<file path="src/rtl/ted_pkg.sv">
// ----------------------------------------------------------------------------
// ted_pkg: text encoding detector definitions
// Shared encoding codes and byte-mark constants.
// ----------------------------------------------------------------------------
package ted_pkg;

   localparam int CodeWidth = 3;
   localparam int ByteWidth = 8;
   localparam int HeadBytes = 4;
   localparam int HeadWidth = HeadBytes * ByteWidth;
   localparam int CountWidth = $clog2(HeadBytes + 1);

   typedef logic [CodeWidth-1:0]  code_type;
   typedef logic [ByteWidth-1:0]  byte_type;
   typedef logic [CountWidth-1:0] count_type;

   // Encoding codes on the result port
   localparam code_type CODE_UTF8    = 3'd0;
   localparam code_type CODE_UTF16LE = 3'd1;
   localparam code_type CODE_UTF16BE = 3'd2;
   localparam code_type CODE_UTF32LE = 3'd3;
   localparam code_type CODE_UTF32BE = 3'd4;
   localparam code_type CODE_EUCKR   = 3'd5;
   localparam code_type CODE_SYSTEM  = 3'd6;

   // Byte-order-mark bytes
   localparam byte_type BOM_EF = 8'hEF;
   localparam byte_type BOM_BB = 8'hBB;
   localparam byte_type BOM_BF = 8'hBF;
   localparam byte_type BOM_FF = 8'hFF;
   localparam byte_type BOM_FE = 8'hFE;
   localparam byte_type BOM_00 = 8'h00;

   // EUC-KR pairing limits
   localparam byte_type EUC_LEAD_MIN  = 8'h81;
   localparam byte_type EUC_TRAIL_MIN = 8'h41;
   localparam byte_type HIGH_BYTE_MIN = 8'h80;

   localparam count_type COUNT_FULL = count_type'(HeadBytes);

endpackage

</file>
<file path="src/rtl/text_encoding_detector.sv">
// ----------------------------------------------------------------------------
// text_encoding_detector: byte-stream text encoding classifier
// Scans one sample byte by byte (UTF-8 structure, EUC-KR pairing, BOM) and
// gives one encoding code on the final byte of each sample.
// ----------------------------------------------------------------------------
// Final byte path: input stage register, then result register, then rsp_.
// Throughput: one byte per cycle unless a final byte stalls; the per-byte check
//    logic sits between the input stage register and the result register.
// A staged byte that does not end a sample never waits; a staged final byte
//    waits only while the result register holds a code that is still stalled.
// Reset (synchronous, active high) empties both registers and returns the
//    scan state to the start of a sample.
module text_encoding_detector import ted_pkg::*; (
   input  logic           clock,
   input  logic           reset,
   // input byte channel
   input  logic           req_valid,
   output logic           req_stall,
   input  logic [7:0]     req_data_byte,
   input  logic           req_end_of_sample,
   // result channel
   output logic           rsp_valid,
   input  logic           rsp_stall,
   output logic [2:0]     rsp_encoding_code
);

   // ------------------------------------------------------------------
   // Input stage register
   // ------------------------------------------------------------------
   logic      s1_valid_ff, s1_valid_in;
   byte_type  s1_byte_ff;
   logic      s1_last_ff;
   logic      s1_advance;
   logic      out_free;

   // Result register
   logic      rsp_valid_ff, rsp_valid_in;
   code_type  rsp_code_ff, rsp_code_in;

   // Scan state for the current sample
   logic [HeadWidth-1:0] head_ff, head_in;
   count_type            seen_ff, seen_in;
   logic [1:0]           cont_due_ff, cont_due_in;
   logic                 utf8_ok_ff, utf8_ok_in;
   logic                 trail_due_ff, trail_due_in;
   logic                 pair_ok_ff, pair_ok_in;

   // Updated state after the staged byte, before end-of-sample clearing
   logic [HeadWidth-1:0] head_upd;
   count_type            seen_upd;
   logic [1:0]           cont_upd;
   logic                 utf8_upd;
   logic                 trail_upd;
   logic                 pair_upd;
   byte_type             b0, b1, b2, b3;
   code_type             code_now;

   // A result register slot frees up when it is empty or being taken.
   assign out_free   = !rsp_valid_ff || !rsp_stall;
   // Middle bytes produce no word, so they always move on; a final byte
   // needs room in the result register.
   assign s1_advance = s1_valid_ff && (out_free || !s1_last_ff);
   assign req_stall  = s1_valid_ff && !s1_advance;

   assign s1_valid_in = req_stall ? s1_valid_ff : req_valid;

   // ------------------------------------------------------------------
   // Per-byte checks
   // ------------------------------------------------------------------
   always_comb begin
      // capture the first four bytes for BOM matching
      head_upd = head_ff;
      seen_upd = seen_ff;
      if (seen_ff < COUNT_FULL) begin
         case (seen_ff[1:0])
            2'd0:    head_upd[7:0]   = s1_byte_ff;
            2'd1:    head_upd[15:8]  = s1_byte_ff;
            2'd2:    head_upd[23:16] = s1_byte_ff;
            2'd3:    head_upd[31:24] = s1_byte_ff;
            default: head_upd = head_ff;
         endcase
         seen_upd = seen_ff + count_type'(1);
      end

      // UTF-8 structure: count pending continuation bytes
      cont_upd = cont_due_ff;
      utf8_upd = utf8_ok_ff;
      if (utf8_ok_ff) begin
         if (cont_due_ff != 2'd0) begin
            if (s1_byte_ff[7:6] != 2'b10) begin
               utf8_upd = 1'b0;
            end else begin
               cont_upd = cont_due_ff - 2'd1;
            end
         end else if (!s1_byte_ff[7]) begin
            cont_upd = 2'd0;
         end else if (s1_byte_ff inside {[8'hC0:8'hDF]}) begin
            cont_upd = 2'd1;
         end else if (s1_byte_ff inside {[8'hE0:8'hEF]}) begin
            cont_upd = 2'd2;
         end else if (s1_byte_ff inside {[8'hF0:8'hF7]}) begin
            cont_upd = 2'd3;
         end else begin
            utf8_upd = 1'b0;
         end
      end

      // EUC-KR pairing: lead byte must be followed by a trail byte
      trail_upd = trail_due_ff;
      pair_upd  = pair_ok_ff;
      if (pair_ok_ff) begin
         if (trail_due_ff) begin
            if (s1_byte_ff < EUC_TRAIL_MIN) begin
               pair_upd = 1'b0;
            end
            trail_upd = 1'b0;
         end else if (s1_byte_ff >= HIGH_BYTE_MIN) begin
            if (s1_byte_ff < EUC_LEAD_MIN) begin
               pair_upd = 1'b0;
            end else begin
               trail_upd = 1'b1;
            end
         end
      end
   end

   // ------------------------------------------------------------------
   // Classification on the final byte; BOM first, then the checks
   // ------------------------------------------------------------------
   assign b0 = head_upd[7:0];
   assign b1 = head_upd[15:8];
   assign b2 = head_upd[23:16];
   assign b3 = head_upd[31:24];

   always_comb begin
      if (seen_upd >= count_type'(3) && b0 == BOM_EF && b1 == BOM_BB && b2 == BOM_BF) begin
         code_now = CODE_UTF8;
      end else if (seen_upd >= COUNT_FULL && b0 == BOM_FF && b1 == BOM_FE
                   && b2 == BOM_00 && b3 == BOM_00) begin
         code_now = CODE_UTF32LE;
      end else if (seen_upd >= COUNT_FULL && b0 == BOM_00 && b1 == BOM_00
                   && b2 == BOM_FE && b3 == BOM_FF) begin
         code_now = CODE_UTF32BE;
      end else if (seen_upd >= count_type'(2) && b0 == BOM_FF && b1 == BOM_FE) begin
         code_now = CODE_UTF16LE;
      end else if (seen_upd >= count_type'(2) && b0 == BOM_FE && b1 == BOM_FF) begin
         code_now = CODE_UTF16BE;
      end else if (utf8_upd && cont_upd == 2'd0) begin
         code_now = CODE_UTF8;
      end else if (pair_upd && !trail_upd) begin
         code_now = CODE_EUCKR;
      end else begin
         code_now = CODE_SYSTEM;
      end
   end

   // ------------------------------------------------------------------
   // Next state: advance on each staged byte, clear at the end of a sample
   // ------------------------------------------------------------------
   always_comb begin
      head_in      = head_ff;
      seen_in      = seen_ff;
      cont_due_in  = cont_due_ff;
      utf8_ok_in   = utf8_ok_ff;
      trail_due_in = trail_due_ff;
      pair_ok_in   = pair_ok_ff;
      if (s1_advance) begin
         if (s1_last_ff) begin
            head_in      = '0;
            seen_in      = '0;
            cont_due_in  = 2'd0;
            utf8_ok_in   = 1'b1;
            trail_due_in = 1'b0;
            pair_ok_in   = 1'b1;
         end else begin
            head_in      = head_upd;
            seen_in      = seen_upd;
            cont_due_in  = cont_upd;
            utf8_ok_in   = utf8_upd;
            trail_due_in = trail_upd;
            pair_ok_in   = pair_upd;
         end
      end
   end

   // Load a fresh word into the result register, or drop a taken one.
   always_comb begin
      rsp_valid_in = rsp_valid_ff && rsp_stall;
      rsp_code_in  = rsp_code_ff;
      if (s1_advance && s1_last_ff) begin
         rsp_valid_in = 1'b1;
         rsp_code_in  = code_now;
      end
   end

   always_ff @(posedge clock) begin
      if (reset) begin
         s1_valid_ff  <= 1'b0;
         rsp_valid_ff <= 1'b0;
         head_ff      <= '0;
         seen_ff      <= '0;
         cont_due_ff  <= 2'd0;
         utf8_ok_ff   <= 1'b1;
         trail_due_ff <= 1'b0;
         pair_ok_ff   <= 1'b1;
      end else begin
         s1_valid_ff  <= s1_valid_in;
         rsp_valid_ff <= rsp_valid_in;
         head_ff      <= head_in;
         seen_ff      <= seen_in;
         cont_due_ff  <= cont_due_in;
         utf8_ok_ff   <= utf8_ok_in;
         trail_due_ff <= trail_due_in;
         pair_ok_ff   <= pair_ok_in;
      end
   end

   // payload registers: hold while stalled
   always_ff @(posedge clock) begin
      if (req_valid && !req_stall) begin
         s1_byte_ff <= req_data_byte;
         s1_last_ff <= req_end_of_sample;
      end
      rsp_code_ff <= rsp_code_in;
   end

   assign rsp_valid         = rsp_valid_ff;
   assign rsp_encoding_code = rsp_code_ff;

   // ------------------------------------------------------------------
   // Assertions
   // ------------------------------------------------------------------
   a_state_cleared: assert property (@(posedge clock) disable iff (reset)
      s1_advance && s1_last_ff |=> seen_ff == '0 && head_ff == '0 && utf8_ok_ff
         && pair_ok_ff && cont_due_ff == 2'd0 && !trail_due_ff)
      else $error("scan state not cleared after final byte");

   a_seen_bounded: assert property (@(posedge clock) disable iff (reset)
      seen_ff <= COUNT_FULL)
      else $error("byte count past saturation");

   a_stall_cause: assert property (@(posedge clock) disable iff (reset)
      req_stall |-> s1_valid_ff && s1_last_ff && rsp_valid_ff && rsp_stall)
      else $error("input stalled without a blocked final byte");

   a_word_from_last: assert property (@(posedge clock) disable iff (reset)
      s1_advance && !s1_last_ff && !(rsp_valid_ff && rsp_stall) |=> !rsp_valid_ff)
      else $error("result word from a middle byte");

endmodule

</file>
<file path="config.mk">
export PLATFORM = sky130hd
export DESIGN_NAME = text_encoding_detector
export DESIGN_NICKNAME = d
export VERILOG_FILES = /design/src/rtl/ted_pkg.sv /design/src/rtl/text_encoding_detector.sv
export SDC_FILE = /design/constraint.sdc
export NUM_CORES = 1
export LEC_CHECK = 0
export BUFFER_PORTS_ARGS = -buffer_cell sky130_fd_sc_hd__buf_2
export CORE_ASPECT_RATIO = 1.1
export CORE_MARGIN = 4
export CORE_UTILIZATION = 25
export CTS_BUF_LIST = sky130_fd_sc_hd__clkbuf_16
export CTS_CLUSTER_DIAMETER = 150
export DETAILED_ROUTE_END_ITERATION = 10
export GPL_TIMING_DRIVEN = 0
export HOLD_SLACK_MARGIN = 0.1
export PLACE_DENSITY = 0.38
export SLEW_MARGIN = 30
export SYNTH_ARGS = -nofsm -noshare
export SYNTH_HDL_FRONTEND = slang
export SYNTH_SLANG_ARGS = --single-unit
</file>
<file path="constraint.sdc">
create_clock -name clock -period 3.1 [get_ports clock]
set_input_delay 0 -clock clock [delete_from_list [all_inputs] [get_ports clock]]
set_output_delay 0 -clock clock [all_outputs]
set_load 0.01 [all_outputs]
</file>
==> impl_metrics.ini <==
[logic_synthesis]
async_flop_share_pct = 0
avgSynthCellArea_um2 = 8.53
synth.distinct_cells = 55
yosys_warnings = 0
yosysTopAreaCell = dfxtp_1
synth-edff-count = 12
synth_nets = 362
syn_inst = 344
synth.area.top_cells = dfxtp_1, edfxtp_1, a22oi_1
synthFlopType = dfxtp_1
netlist_area_mm2 = 0.00294
synth_top_area_share_pct = 28.6
ys_ff_latch = 54
synth-seq-area-share_pct = 40.9

[detailed_routing]
via_count = 2717
wirelength_um = 9400
ant_nets = 0
drc_errors = 0
drtIter0Drc = 169
wl_per_cell_um = 17.7
dr.pass1.iters = 5
via_per_inst = 5.13

[timing]
worstMarginPinSlew_ns = 0.743
min_period_over_period_pct = 88.7
fin_hold_ws_ns = 0.114
max_freq_mhz = 364
setup-violations-final = 0
finClkSkew_ns = 0.0101
max-slew-margin-rel_pct = 50.3
drv_slew = 0
rsz0062_at_grt = false
fin_crit_ns = 2.75
setup_ws_ns = 0.351
finalSetupTns_ns = 0
hold_viol = 0

[critical_path]
path_depth = 9
critPathLaunchType = flip-flop
critical-path-max-stage-delay_ns = 0.51
crit_fanout = 8
path_class = flip-flop to flip-flop
crit_buf_inv = 2
crit_chain = inv_1 -> ha_1 -> nor2b_1 -> buf_6 -> mux2_2 -> nor4_2 -> or4b_1 -> a2bb2o_2 -> a21oi_1
reg2reg_depth = 9
crit_path_end_kind = flip-flop
r2r_slack_ns = 0.35
cpMaxStageDelayCell = or4b_1
path_delay_family = simple AND/OR/NAND/NOR gates
worstPathRequired_ns = 3.15
cp.arrival_ns = 2.80

[clocking]
cts-resized-gates = 0
ctsHtreeMaxLevel = 2
clkSlewWorstSetupHoldPaths_ns = 0.07
cts_root_buf = clkbuf_16
clk-insertion-delay-late_ns = 0.30
cts_tree = built
cts_buffer_depth = 2
cts_num_sinks = 54
cts_buffers = 5

[die]
ios = 18
floorplan.initialDensity_pct = 25.5
die-area_mm2 = 0.0135
die_width_um = 111
die_h_um = 122
row_count = 41
coreArea_mm2 = 0.0115

[place]
pre_cts_ws_ns = 0.412
dp_hpwl_um = 7040
io_buffers = 16
gp_congestion = 0.812

[global_routing]
grt_pass1_wl_um = 15100
met3_usage_pct = 1.79
top_usage_layer = met2
grtUsageMet2_pct = 24.8
grt_max_degree = 17
grtUsageTotal_pct = 14.3
grtUsageMet1_pct = 19.2
grt_pass1_vias = 2684
antenna_found_initial = 0
gr-total-overflow = 0

[min_path]
hold_depth = 2
hold_path.class = input pin to flip-flop

[layout]
drive_gt1_share_pct = 11.1
areaGrowthSynthToFinish_pct = 18.6
layout.nets = 397
antenna-diode-count = 0
fill_cells = 1273
postLayoutCoreUtil_pct = 30.3

[run_status]
status = completed

[power]
p_total_mw = 1.52
pwr_density_cell_mw_per_mm2 = 435
p_leak_nw = 1.23
irDropWorstVdd_uv = 228

[job]
max_cap_violations = 0
==> registers in the layout (all words and copies together), names as in the netlist <==
| register | cells |
|---|---|
| pair_ok_ff | 1 |
| head_ff | 32 |
| s1_valid_ff | 1 |
| s1_byte_ff | 8 |
| rsp_encoding_code | 3 |
| trail_due_ff | 1 |
| s1_last_ff | 1 |
| utf8_ok_ff | 1 |
| rsp_valid | 1 |
| cont_due_ff | 2 |
| seen_ff | 3 |
==> cells by family after synthesis <==
| group | count (synthesis) | synth area share [%] |
|---|---|---|
| simple gates | 164 | 28.7 |
| compound gates | 80 | 19.4 |
| flops | 54 | 40.9 |
| buf+inv | 31 | 5.20 |
| mux | 10 | 3.71 |
| fa+ha+maj | 5 | 2.13 |
==> placed cells by master, fill, tap and decap left out, drive strengths merged, types with 2 or more instances in the layout <==
master / synthesis / final
a21boi: 4 / 4
nand3: 7 / 7
a211o: 3 / 3
nor2: 60 / 60
and3: 5 / 5
nor3b: 2 / 2
nor3: 15 / 15
nor4: 11 / 11
mux2i: 6 / 6
nand2b: 9 / 9
nor2b: 9 / 9
dfxtp: 42 / 42
edfxtp: 12 / 12
a31o: 2 / 2
mux2: 4 / 4
o21ai: 10 / 10
nand3b: 2 / 2
nand4: 14 / 14
clkbuf: 11 / 17
a22oi: 32 / 32
or4: 5 / 5
buf: 9 / 25
dlygate4sd3: 0 / 12
and4: 2 / 2
nand2: 17 / 17
a21oi: 12 / 12
ha: 5 / 5
o211ai: 2 / 2
inv: 11 / 12
==> metrics by stage <==
step,area [um^2],std cells
after global routing,3480,530
final,3480,530
after detailed placement,3200,510
after CTS,3480,530
after floorplan,2940,344
after global placement,3200,510
==> Yosys cell counts, types with 6 or more instances <==
| cell type | instances |
|---|---|
| nand2_1 | 17 |
| a21oi_1 | 12 |
| clkbuf_1 | 11 |
| edfxtp_1 | 12 |
| o21ai_0 | 7 |
| nor2_1 | 60 |
| mux2i_1 | 6 |
| nor2b_1 | 9 |
| dfxtp_1 | 42 |
| nand3_1 | 7 |
| nor3_1 | 15 |
| nand4_1 | 14 |
| a22oi_1 | 32 |
| inv_1 | 11 |
| nor4_1 | 10 |
| nand2b_1 | 9 |
==> path summary, 6_finish.rpt <==
path / from / to
hold reg to reg: head_ff[22] / head_ff[22]
setup reg to reg: seen_ff[0] / rsp_encoding_code[0]
setup / recovery: seen_ff[0] / rsp_encoding_code[0]
hold / removal: reset / pair_ok_ff
==> power by group <==
| group | total [mW] | leakage, nW | internal [mW] | switching, mW |
|---|---|---|---|---|
| clock | 0.605 | 0.0808 | 0.344 | 0.261 |
| sequential | 0.753 | 0.455 | 0.736 | 0.0169 |
| combinational | 0.159 | 0.698 | 0.0585 | 0.100 |
==> worst reg2reg max path, delay by kind of cell, from the launching register on <==
family | cells | cell delay [ns]
AND/OR/NAND/NOR | 3 | 1.00
multiplexers | 1 | 0.37
flip-flops | 1 | 0.33
buffers and inverters | 2 | 0.31
AO/OA/AOI/OAI | 2 | 0.30
adder cells (fa/ha/maj) | 1 | 0.20
==> repair_timing <==
item                      CTS  global route
hold buffers               12             0
hold endpoints to repair   11             0
buffers inserted            0             0
==> final cells by class <==
cell class	instances	area (um^2)	area share [%]
plain buffers	20	111	3.20
clock buffers	6	150	4.31
clock inverters	2	7.51	0.216
inverters	11	41.3	1.19
multi-input cells	259	1580	45.4
flip-flops and latches	54	1200	34.5
well taps	150	188	5.39
repair buffers	28	200	5.75
==> routing by layer <==
layer / share of wire, % / routed length (um) / vias up
met3: 4.0 / 373 / 5
met4: 0.90 / 85 / 0
met2: 48 / 4550 / 72
li1: - / - / 1340
met1: 47 / 4400 / 1300
met5: 0 / 0 / -
(Power assumes the default switching activity.)
